<file path="src/qct_pkg.sv">
// ----------------------------------------------------------------------------
// qct_pkg
// Shared widths, constants and types of the quorum commit tracker.
// ----------------------------------------------------------------------------
`default_nettype none

package qct_pkg;

   localparam int NUM_REPLICAS = 8;
   localparam int ID_W         = 3;
   localparam int SEQ_W        = 32;
   localparam int QUORUM_W     = 4;
   localparam int IDX_W        = (NUM_REPLICAS > 1) ? $clog2(NUM_REPLICAS) : 1;
   localparam int CNT_W        = $clog2(NUM_REPLICAS + 1);
   localparam int CMP_W        = (CNT_W > QUORUM_W) ? CNT_W : QUORUM_W;

   // The queue depth must stay a power of two so that the pointers wrap.
   localparam int QUEUE_DEPTH  = 2;
   localparam int QPTR_W       = (QUEUE_DEPTH > 1) ? $clog2(QUEUE_DEPTH) : 1;

   localparam logic signed [SEQ_W-1:0]    SEQ_NONE     = '1;
   localparam logic        [QUORUM_W-1:0] QUORUM_RESET = QUORUM_W'(5);

   typedef struct packed {
      logic                    in_range;
      logic [ID_W-1:0]         replica_id;
      logic signed [SEQ_W-1:0] acked_seq;
   } cmd_type;

   typedef enum logic [1:0] {
      ST_IDLE,
      ST_SCAN,
      ST_DONE
   } state_type;

endpackage

`default_nettype wire

</file>
<file path="src/quorum_commit_tracker.sv">
// ----------------------------------------------------------------------------
// quorum_commit_tracker
// Tracks replica acknowledgements and advances the quorum commit sequence.
// ----------------------------------------------------------------------------
//   Channel   Direction  Handshake              Payload
//   req_      in         req_valid/req_ready    replica_id, acked_seq
//   rsp_      out        rsp_valid/rsp_ready    committed_seq, commit_advanced
//   csr_      in         csr_wr_en              quorum_size (csr_wr_data)
//
// An acknowledgement that is out of range or does not raise above the committed
// sequence is answered directly by the back end; one that does goes through the
// scan, which tests one stored sequence per cycle against all of them.
// The item is registered in the front stage and then in the two-entry queue.
// Reset restores control, sequences and quorum; there is no clearing pass.
// A stalled result stops the back end but not a scan; the front fills the queue.
// ----------------------------------------------------------------------------
`default_nettype none

module quorum_commit_tracker (
   input  wire logic                                clock,
   input  wire logic                                reset,
   input  wire logic                                req_valid,
   output logic                                     req_ready,
   input  wire logic [qct_pkg::ID_W-1:0]            req_replica_id,
   input  wire logic signed [qct_pkg::SEQ_W-1:0]    req_acked_seq,
   output logic                                     rsp_valid,
   input  wire logic                                rsp_ready,
   output logic signed [qct_pkg::SEQ_W-1:0]         rsp_committed_seq,
   output logic                                     rsp_commit_advanced,
   input  wire logic                                csr_wr_en,
   input  wire logic [qct_pkg::QUORUM_W-1:0]        csr_wr_data
);

   logic             front_valid;
   logic             front_ready;
   qct_pkg::cmd_type front_cmd;
   logic             back_valid;
   logic             back_ready;
   qct_pkg::cmd_type back_cmd;

   qct_front u_front (
      .clock          (clock),
      .reset          (reset),
      .req_valid      (req_valid),
      .req_ready      (req_ready),
      .req_replica_id (req_replica_id),
      .req_acked_seq  (req_acked_seq),
      .cmd_valid      (front_valid),
      .cmd_ready      (front_ready),
      .cmd            (front_cmd)
   );

   qct_queue u_queue (
      .clock      (clock),
      .reset      (reset),
      .push_valid (front_valid),
      .push_ready (front_ready),
      .push_cmd   (front_cmd),
      .pop_valid  (back_valid),
      .pop_ready  (back_ready),
      .pop_cmd    (back_cmd)
   );

   qct_back u_back (
      .clock               (clock),
      .reset               (reset),
      .q_valid             (back_valid),
      .q_ready             (back_ready),
      .q_cmd               (back_cmd),
      .csr_wr_en           (csr_wr_en),
      .csr_wr_data         (csr_wr_data),
      .rsp_valid           (rsp_valid),
      .rsp_ready           (rsp_ready),
      .rsp_committed_seq   (rsp_committed_seq),
      .rsp_commit_advanced (rsp_commit_advanced)
   );

endmodule

`default_nettype wire

</file>
<file path="src/qct_front.sv">
// ----------------------------------------------------------------------------
// qct_front
// Accepts acknowledgements, checks the replica id and holds the item for the queue.
// ----------------------------------------------------------------------------
`default_nettype none

module qct_front (
   input  wire logic                            clock,
   input  wire logic                            reset,
   input  wire logic                            req_valid,
   output logic                                 req_ready,
   input  wire logic [qct_pkg::ID_W-1:0]        req_replica_id,
   input  wire logic signed [qct_pkg::SEQ_W-1:0] req_acked_seq,
   output logic                                 cmd_valid,
   input  wire logic                            cmd_ready,
   output qct_pkg::cmd_type                     cmd
);

   logic             stage_valid_ff;
   logic             stage_valid_in;
   qct_pkg::cmd_type stage_ff;
   qct_pkg::cmd_type stage_in;
   logic             take;

   assign req_ready = !stage_valid_ff || cmd_ready;
   assign take      = req_valid && req_ready;
   assign cmd_valid = stage_valid_ff;
   assign cmd       = stage_ff;

   always_comb begin
      stage_valid_in = stage_valid_ff;
      if (take) begin
         stage_valid_in = 1'b1;
      end else if (cmd_ready) begin
         stage_valid_in = 1'b0;
      end
   end

   always_comb begin
      stage_in = stage_ff;
      if (take) begin
         stage_in.in_range   = 32'(req_replica_id) < qct_pkg::NUM_REPLICAS;
         stage_in.replica_id = req_replica_id;
         stage_in.acked_seq  = req_acked_seq;
      end
   end

   always_ff @(posedge clock) begin
      if (reset) begin
         stage_valid_ff <= 1'b0;
      end else begin
         stage_valid_ff <= stage_valid_in;
      end
   end

   always_ff @(posedge clock) begin
      stage_ff <= stage_in;
   end

endmodule

`default_nettype wire

</file>
<file path="src/qct_queue.sv">
// ----------------------------------------------------------------------------
// qct_queue
// Short queue of classified items between the front and the back.
// ----------------------------------------------------------------------------
`default_nettype none

module qct_queue (
   input  wire logic             clock,
   input  wire logic             reset,
   input  wire logic             push_valid,
   output logic                  push_ready,
   input  wire qct_pkg::cmd_type push_cmd,
   output logic                  pop_valid,
   input  wire logic             pop_ready,
   output qct_pkg::cmd_type      pop_cmd
);

   qct_pkg::cmd_type                  entry_ff [qct_pkg::QUEUE_DEPTH];
   logic [qct_pkg::QPTR_W-1:0]        wr_ptr_ff;
   logic [qct_pkg::QPTR_W-1:0]        wr_ptr_in;
   logic [qct_pkg::QPTR_W-1:0]        rd_ptr_ff;
   logic [qct_pkg::QPTR_W-1:0]        rd_ptr_in;
   logic [qct_pkg::QPTR_W:0]          count_ff;
   logic [qct_pkg::QPTR_W:0]          count_in;
   logic                              push;
   logic                              pop;

   assign push_ready = count_ff != (qct_pkg::QPTR_W+1)'(qct_pkg::QUEUE_DEPTH);
   assign pop_valid  = count_ff != '0;
   assign pop_cmd    = entry_ff[rd_ptr_ff];
   assign push       = push_valid && push_ready;
   assign pop        = pop_valid && pop_ready;

   always_comb begin
      wr_ptr_in = push ? wr_ptr_ff + 1'b1 : wr_ptr_ff;
      rd_ptr_in = pop ? rd_ptr_ff + 1'b1 : rd_ptr_ff;
      count_in  = count_ff;
      if (push && !pop) begin
         count_in = count_ff + 1'b1;
      end else if (pop && !push) begin
         count_in = count_ff - 1'b1;
      end
   end

   always_ff @(posedge clock) begin
      if (reset) begin
         wr_ptr_ff <= '0;
         rd_ptr_ff <= '0;
         count_ff  <= '0;
      end else begin
         wr_ptr_ff <= wr_ptr_in;
         rd_ptr_ff <= rd_ptr_in;
         count_ff  <= count_in;
      end
   end

   always_ff @(posedge clock) begin
      if (push) begin
         entry_ff[wr_ptr_ff] <= push_cmd;
      end
   end

endmodule

`default_nettype wire

</file>
<file path="src/qct_back.sv">
// ----------------------------------------------------------------------------
// qct_back
// Stores acknowledged sequences, scans for the quorum value and drives results.
// ----------------------------------------------------------------------------
`default_nettype none

module qct_back (
   input  wire logic                                clock,
   input  wire logic                                reset,
   input  wire logic                                q_valid,
   output logic                                     q_ready,
   input  wire qct_pkg::cmd_type                    q_cmd,
   input  wire logic                                csr_wr_en,
   input  wire logic [qct_pkg::QUORUM_W-1:0]        csr_wr_data,
   output logic                                     rsp_valid,
   input  wire logic                                rsp_ready,
   output logic signed [qct_pkg::SEQ_W-1:0]         rsp_committed_seq,
   output logic                                     rsp_commit_advanced
);

   qct_pkg::state_type               state_ff;
   qct_pkg::state_type               state_in;
   logic signed [qct_pkg::SEQ_W-1:0] replica_seq_ff [qct_pkg::NUM_REPLICAS];
   logic signed [qct_pkg::SEQ_W-1:0] replica_seq_in [qct_pkg::NUM_REPLICAS];
   logic signed [qct_pkg::SEQ_W-1:0] commit_ff;
   logic signed [qct_pkg::SEQ_W-1:0] commit_in;
   logic signed [qct_pkg::SEQ_W-1:0] best_ff;
   logic signed [qct_pkg::SEQ_W-1:0] best_in;
   logic [qct_pkg::IDX_W-1:0]        idx_ff;
   logic [qct_pkg::IDX_W-1:0]        idx_in;
   logic [qct_pkg::QUORUM_W-1:0]     quorum_ff;
   logic [qct_pkg::QUORUM_W-1:0]     quorum_in;
   logic                             rsp_valid_ff;
   logic                             rsp_valid_in;
   logic signed [qct_pkg::SEQ_W-1:0] rsp_seq_ff;
   logic signed [qct_pkg::SEQ_W-1:0] rsp_seq_in;
   logic                             rsp_adv_ff;
   logic                             rsp_adv_in;

   logic                             out_free;
   logic                             needs_scan;
   logic                             scan_last;
   logic                             pop;
   logic                             store_wr;
   logic                             direct;
   logic                             scan_step;
   logic                             finish;
   logic                             advance;
   logic signed [qct_pkg::SEQ_W-1:0] cand;
   logic [qct_pkg::CNT_W-1:0]        count;
   logic                             qualifies;

   assign out_free   = !rsp_valid_ff || rsp_ready;
   assign needs_scan = q_cmd.in_range && (q_cmd.acked_seq > commit_ff);
   assign scan_last  = idx_ff == qct_pkg::IDX_W'(qct_pkg::NUM_REPLICAS - 1);
   assign cand       = replica_seq_ff[idx_ff];
   assign advance    = best_ff > commit_ff;

   always_comb begin
      count = '0;
      for (int r = 0; r < qct_pkg::NUM_REPLICAS; r++) begin
         count = count + qct_pkg::CNT_W'(replica_seq_ff[r] >= cand);
      end
   end

   assign qualifies = (cand > qct_pkg::SEQ_NONE) && (cand > best_ff) &&
                      (qct_pkg::CMP_W'(count) >= qct_pkg::CMP_W'(quorum_ff));

   always_comb begin
      state_in = state_ff;
      unique case (state_ff)
         qct_pkg::ST_IDLE: begin
            if (q_valid && out_free && needs_scan) begin
               state_in = qct_pkg::ST_SCAN;
            end
         end
         qct_pkg::ST_SCAN: begin
            if (scan_last) begin
               state_in = qct_pkg::ST_DONE;
            end
         end
         qct_pkg::ST_DONE: begin
            if (out_free) begin
               state_in = qct_pkg::ST_IDLE;
            end
         end
         default: begin
            state_in = qct_pkg::ST_IDLE;
         end
      endcase
   end

   always_comb begin
      pop       = 1'b0;
      scan_step = 1'b0;
      finish    = 1'b0;
      unique case (state_ff)
         qct_pkg::ST_IDLE: begin
            pop = q_valid && out_free;
         end
         qct_pkg::ST_SCAN: begin
            scan_step = 1'b1;
         end
         qct_pkg::ST_DONE: begin
            finish = out_free;
         end
         default: begin
            pop = 1'b0;
         end
      endcase
   end

   assign q_ready  = pop;
   assign store_wr = pop && q_cmd.in_range;
   assign direct   = pop && !needs_scan;

   always_comb begin
      for (int r = 0; r < qct_pkg::NUM_REPLICAS; r++) begin
         replica_seq_in[r] = replica_seq_ff[r];
         if (store_wr && (32'(q_cmd.replica_id) == r)) begin
            replica_seq_in[r] = q_cmd.acked_seq;
         end
      end
   end

   always_comb begin
      best_in = best_ff;
      idx_in  = idx_ff;
      if (pop) begin
         best_in = qct_pkg::SEQ_NONE;
         idx_in  = '0;
      end else if (scan_step) begin
         if (qualifies) begin
            best_in = cand;
         end
         idx_in = idx_ff + 1'b1;
      end
   end

   always_comb begin
      commit_in    = commit_ff;
      rsp_seq_in   = rsp_seq_ff;
      rsp_adv_in   = rsp_adv_ff;
      rsp_valid_in = rsp_valid_ff && !rsp_ready;
      if (direct) begin
         rsp_valid_in = 1'b1;
         rsp_seq_in   = commit_ff;
         rsp_adv_in   = 1'b0;
      end else if (finish) begin
         rsp_valid_in = 1'b1;
         rsp_adv_in   = advance;
         if (advance) begin
            commit_in  = best_ff;
            rsp_seq_in = best_ff;
         end else begin
            rsp_seq_in = commit_ff;
         end
      end
   end

   assign quorum_in = csr_wr_en ? csr_wr_data : quorum_ff;

   always_ff @(posedge clock) begin
      if (reset) begin
         state_ff     <= qct_pkg::ST_IDLE;
         commit_ff    <= qct_pkg::SEQ_NONE;
         quorum_ff    <= qct_pkg::QUORUM_RESET;
         rsp_valid_ff <= 1'b0;
         for (int r = 0; r < qct_pkg::NUM_REPLICAS; r++) begin
            replica_seq_ff[r] <= qct_pkg::SEQ_NONE;
         end
      end else begin
         state_ff     <= state_in;
         commit_ff    <= commit_in;
         quorum_ff    <= quorum_in;
         rsp_valid_ff <= rsp_valid_in;
         for (int r = 0; r < qct_pkg::NUM_REPLICAS; r++) begin
            replica_seq_ff[r] <= replica_seq_in[r];
         end
      end
   end

   always_ff @(posedge clock) begin
      best_ff    <= best_in;
      idx_ff     <= idx_in;
      rsp_seq_ff <= rsp_seq_in;
      rsp_adv_ff <= rsp_adv_in;
   end

   assign rsp_valid           = rsp_valid_ff;
   assign rsp_committed_seq   = rsp_seq_ff;
   assign rsp_commit_advanced = rsp_adv_ff;

   // The committed sequence never moves backward.
   a_commit_monotonic: assert property (@(posedge clock) disable iff (reset)
      !$past(reset) |-> commit_ff >= $past(commit_ff))
      else $error("committed sequence decreased");

   // A waiting result always reports the current committed sequence.
   a_rsp_matches_commit: assert property (@(posedge clock) disable iff (reset)
      rsp_valid_ff |-> rsp_seq_ff == commit_ff)
      else $error("result does not match committed sequence");

   // An advance is never reported to the unacknowledged value.
   a_adv_above_none: assert property (@(posedge clock) disable iff (reset)
      rsp_valid_ff && rsp_adv_ff |-> rsp_seq_ff > qct_pkg::SEQ_NONE)
      else $error("advance reported without a valid sequence");

   // Every scan starts at the first replica with no candidate found.
   a_scan_starts_clean: assert property (@(posedge clock) disable iff (reset)
      state_ff != qct_pkg::ST_SCAN ##1 state_ff == qct_pkg::ST_SCAN
      |-> idx_ff == '0 && best_ff == qct_pkg::SEQ_NONE)
      else $error("scan started from a stale index or candidate");

endmodule

`default_nettype wire

</file>
<file path="config.mk">
export PLATFORM = sky130hd
export DESIGN_NAME = quorum_commit_tracker
export DESIGN_NICKNAME = d
export VERILOG_FILES = /design/src/qct_pkg.sv /design/src/quorum_commit_tracker.sv /design/src/qct_front.sv /design/src/qct_queue.sv /design/src/qct_back.sv
export SDC_FILE = /design/constraint.sdc
export NUM_CORES = 1
export LEC_CHECK = 0
export BUFFER_PORTS_ARGS = -buffer_cell sky130_fd_sc_hd__buf_2
export CAP_MARGIN = 25
export CORE_ASPECT_RATIO = 0.8
export CORE_MARGIN = 3
export CORE_UTILIZATION = 40
export CTS_CLUSTER_DIAMETER = 200
export DETAILED_ROUTE_END_ITERATION = 12
export PLACE_DENSITY = 0.67
export SLEW_MARGIN = 10
export SYNTH_ARGS = -nofsm -noshare
export SYNTH_HDL_FRONTEND = slang
export SYNTH_HIERARCHICAL = 1
export SYNTH_SLANG_ARGS = --single-unit
</file>
<file path="constraint.sdc">
create_clock -name clock -period 9.15 [get_ports clock]
set_input_delay 0.4575 -clock clock [delete_from_list [all_inputs] [get_ports clock]]
set_output_delay 0.4575 -clock clock [all_outputs]
set_load 0.02 [all_outputs]
</file>
==> impl_metrics.sql <==
INSERT INTO impl_metrics (metric_group, metric, value, unit) VALUES
('run_status', 'outcome', 'completed', ''),
('synthesis', 'most_frequently_used_flop_master_after_synthesis', 'dfxtp_1', ''),
('pwr', 'power_leakage', '12.48', 'nW'),
('die', 'start_util', '40.94', '%'),
('clock_network', 'cts_made_buffers', '46', ''),
('timing', 'period_share', '88.26', '%'),
('synthesis', 'mean_instance_size_in_the_synthesized_netlist', '10.72', 'sq um'),
('clock_network', 'cts.reportedPaths.clkPinSlew', '0.07', 'ns'),
('clock_network', 'postCtsSetupBuffers', '0', ''),
('pwr', 'switch_share', '37.90', '%'),
('synthesis', 'synthesis.instances', '2545', ''),
('pwr', 'clockPowerShare', '26.7', '%'),
('synthesis', 'postSynth.asyncResetShare', '0', '%'),
('timing', 'period_needed', '8.076', 'ns'),
('place', 'routabilityCongestion', '0.9521', ''),
('die', 'die_w', '298.0', 'microns'),
('global_route', 'global_route.overflow_total', '0', ''),
('clock_network', 'cts_root_buffer', 'clkbuf_16', ''),
('drt', 'drtAntennaViolNets', '0', ''),
('timing', 'worst_pin_slew', '1.066', 'ns'),
('worst_setup_path', 'end_kind', 'flip-flop', ''),
('clock_network', 'tritoncts', 'done', ''),
('timing', 'number_of_failing_hold_endpoints_at_the_final_stage', '0', ''),
('global_route', 'first_global_vias', '20330', ''),
('worst_setup_path', 'cpLargestDelayFamily', 'adder cells', ''),
('worst_setup_path', 'setup.worst_path.class', 'reg2reg', ''),
('clock_network', 'cts.sinks', '479', ''),
('pwr', 'peakVddDrop', '0.4539', 'mV'),
('worst_setup_path', 'cp-start-kind', 'flip-flop', ''),
('clock_network', 'cts-root-to-sink-buffers', '3', ''),
('synthesis', 'yosysTopAreaCellShare', '24.95', '%'),
('synthesis', 'post_synth_design_cell_area', '27280', 'sq um'),
('synthesis', 'ys.warnings.count', '6', ''),
('drt', 'drtIter0Drc', '1806', ''),
('drt', 'wl_per_cell', '23.87', 'microns'),
('worst_setup_path', 'critPathMaxStageDelay', '0.77', 'ns'),
('drt', 'drtPass1Iterations', '6', ''),
('synthesis', 'yosys_register_bits', '479', ''),
('drt', 'routed-via-count', '20470', ''),
('global_route', 'grt_max_degree', '121', ''),
('pwr', 'power.density', '260.4', 'nW/um^2'),
('global_route', 'grt_pass1_wl', '127.5', 'mm'),
('timing', 'setup_viol', '0', ''),
('place', 'port-buffer-count', '78', ''),
('die', 'core_area', '66630', 'sq um'),
('timing', 'timing.clock.skew', '0.02350', 'ns'),
('clock_network', 'cts_max_level', '2', ''),
('die', 'die_area', '71390', 'sq um'),
('die', 'boundaryPins', '79', ''),
('die', 'floorplan.rows', '84', ''),
('job', 'max_cap_violations', '0', ''),
('worst_setup_path', 'critical_path_arrival', '8.59', 'ns'),
('drt', 'vias_per_cell', '5.806', ''),
('synthesis', 'postSynthNetCount', '2955', ''),
('global_route', 'grt_usage', '23.24', '%'),
('clock_network', 'cts_resized', '0', ''),
('synthesis', 'cell_accounting_for_the_most_synthesized_area', 'dfxtp_1', ''),
('synthesis', 'edff_count_synth', '139', ''),
('cells_and_area', 'final_util', '45.59', '%'),
('pwr', 'sequentialPowerShare', '31.5', '%'),
('cells_and_area', 'final_net_count', '2995', ''),
('clock_network', 'cts_hold_buf', '0', ''),
('drt', 'wirelength', '84.15', 'mm'),
('worst_setup_path', 'critical-path-top-cell-by-count', 'fa_1', ''),
('worst_setup_path', 'path_max_fanout', '34', ''),
('cells_and_area', 'syn_to_final_growth', '11.35', '%'),
('timing', 'setup_total_negative_slack', '0', 'ns'),
('pwr', 'p_sw', '0.002997', 'W'),
('timing', 'slew_headroom', '28.28', '%'),
('synthesis', 'synth-seq-area-share', '40.25', '%'),
('pwr', 'power.share.combinational', '41.8', '%');
[placed cells by master, fill, tap and decap left out, types with 4 or more instances in the layout]
| cell type | count |
|---|---|
| a221oi_1 | 4 |
| nand2_1 | 318 |
| nor2b_1 | 27 |
| a31oi_1 | 4 |
| mux2i_1 | 353 |
| clkbuf_8 | 4 |
| nand2b_1 | 7 |
| clkbuf_1 | 8 |
| ha_1 | 362 |
| bufinv_16 | 8 |
| a211oi_1 | 9 |
| nand3_1 | 24 |
| buf_4 | 48 |
| o21ai_0 | 83 |
| buf_2 | 79 |
| xor2_1 | 4 |
| mux2_2 | 37 |
| a21o_1 | 61 |
| o21a_1 | 14 |
| and3_1 | 6 |
| dfxtp_1 | 336 |
| a21oi_1 | 91 |
| nor2_1 | 101 |
| mux4_2 | 64 |
| nor3_1 | 19 |
| o211ai_1 | 25 |
| nor4_1 | 10 |
| o2111ai_1 | 4 |
| nand4_1 | 70 |
| o311ai_0 | 30 |
| inv_1 | 124 |
| nand3b_1 | 5 |
| clkinvlp_4 | 4 |
| edfxtp_1 | 139 |
| o31ai_1 | 5 |
| clkbuf_16 | 48 |
| fa_1 | 4 |
[per-stage QoR]
stage | total power [W] | hold slack, ns | setup slack [ns] | cell area (sq um) | instances
after floorplan | 0.004709 | 0.4215 | 1.545 | 27280 | 2545
after global placement | 0.005720 | 0.4218 | 1.203 | 28670 | 3437
after detailed placement | 0.005740 | 0.4305 | 1.081 | 28670 | 3437
after CTS | 0.007875 | 0.003569 | 1.020 | 30350 | 3522
after global routing | 0.008334 | 0.01604 | 0.7330 | 30380 | 3525
final | 0.007909 | 0.03459 | 1.075 | 30380 | 3525
[cell families after synthesis]
| logic type | share of synthesized area, % |
|---|---|
| compound gates | 8.558 |
| xor+xnor | 0.1926 |
| fa+ha+maj | 16.90 |
| buf+inv | 3.967 |
| flops | 40.25 |
| mux | 19.99 |
| other cells | 0.01375 |
| simple gates | 10.13 |
[layout make-up]
class | instances | area, sq um
clock buffer | 62 | 1299
clock inverter | 23 | 381.6
fill | 6156 | 36260
inverter | 126 | 480.5
multi-input combinational | 1801 | 15270
sequential | 479 | 10990
tap | 903 | 1130
timing repair buffer | 131 | 820.8
[flip-flops by register name, indices dropped and copies added, names as in the netlist, 2 cells and up, named ones only]
register                  count
u_queue/entry_ff             72
u_back/state_ff               2
u_back/rsp_committed_seq     32
u_back/best_ff               32
u_queue/count_ff              2
u_front/cmd                  35
u_back/commit_ff             32
u_back/idx_ff                 3
u_back/quorum_ff              4
u_back/replica_seq_ff       256
[path summary, 6_finish.rpt]
kind	from	endpoint	slack, ns	cells after the start
max	flip-flop	u_back/best_ff[8]	1.07	28
min	req_acked_seq[26]	u_front/cmd[26]	0.03	1
max reg2reg	flip-flop	u_back/best_ff[8]	1.07	28
min reg2reg	u_front/cmd[7]	u_queue/entry_ff[0][7]	0.44	0
[metal layers]
layer	vias to the layer above	track usage (%)	wire length, microns
li1	9425	-	-
met2	811	34.96	35430
met4	2	5.063	1705
met1	10120	34.53	39950
met3	110	4.486	7055
met5	-	0	13
[power groups by stage]
stage                     registers, W  clock network (W)  logic [W]
after floorplan                0.00243                  0    0.00228
final                          0.00249            0.00212    0.00331
after CTS                      0.00249            0.00216    0.00323
after detailed placement       0.00253                  0    0.00321
after global routing           0.00250            0.00225    0.00358
after global placement         0.00252                  0    0.00320
Note: power is estimated with default switching activity, not from simulation.
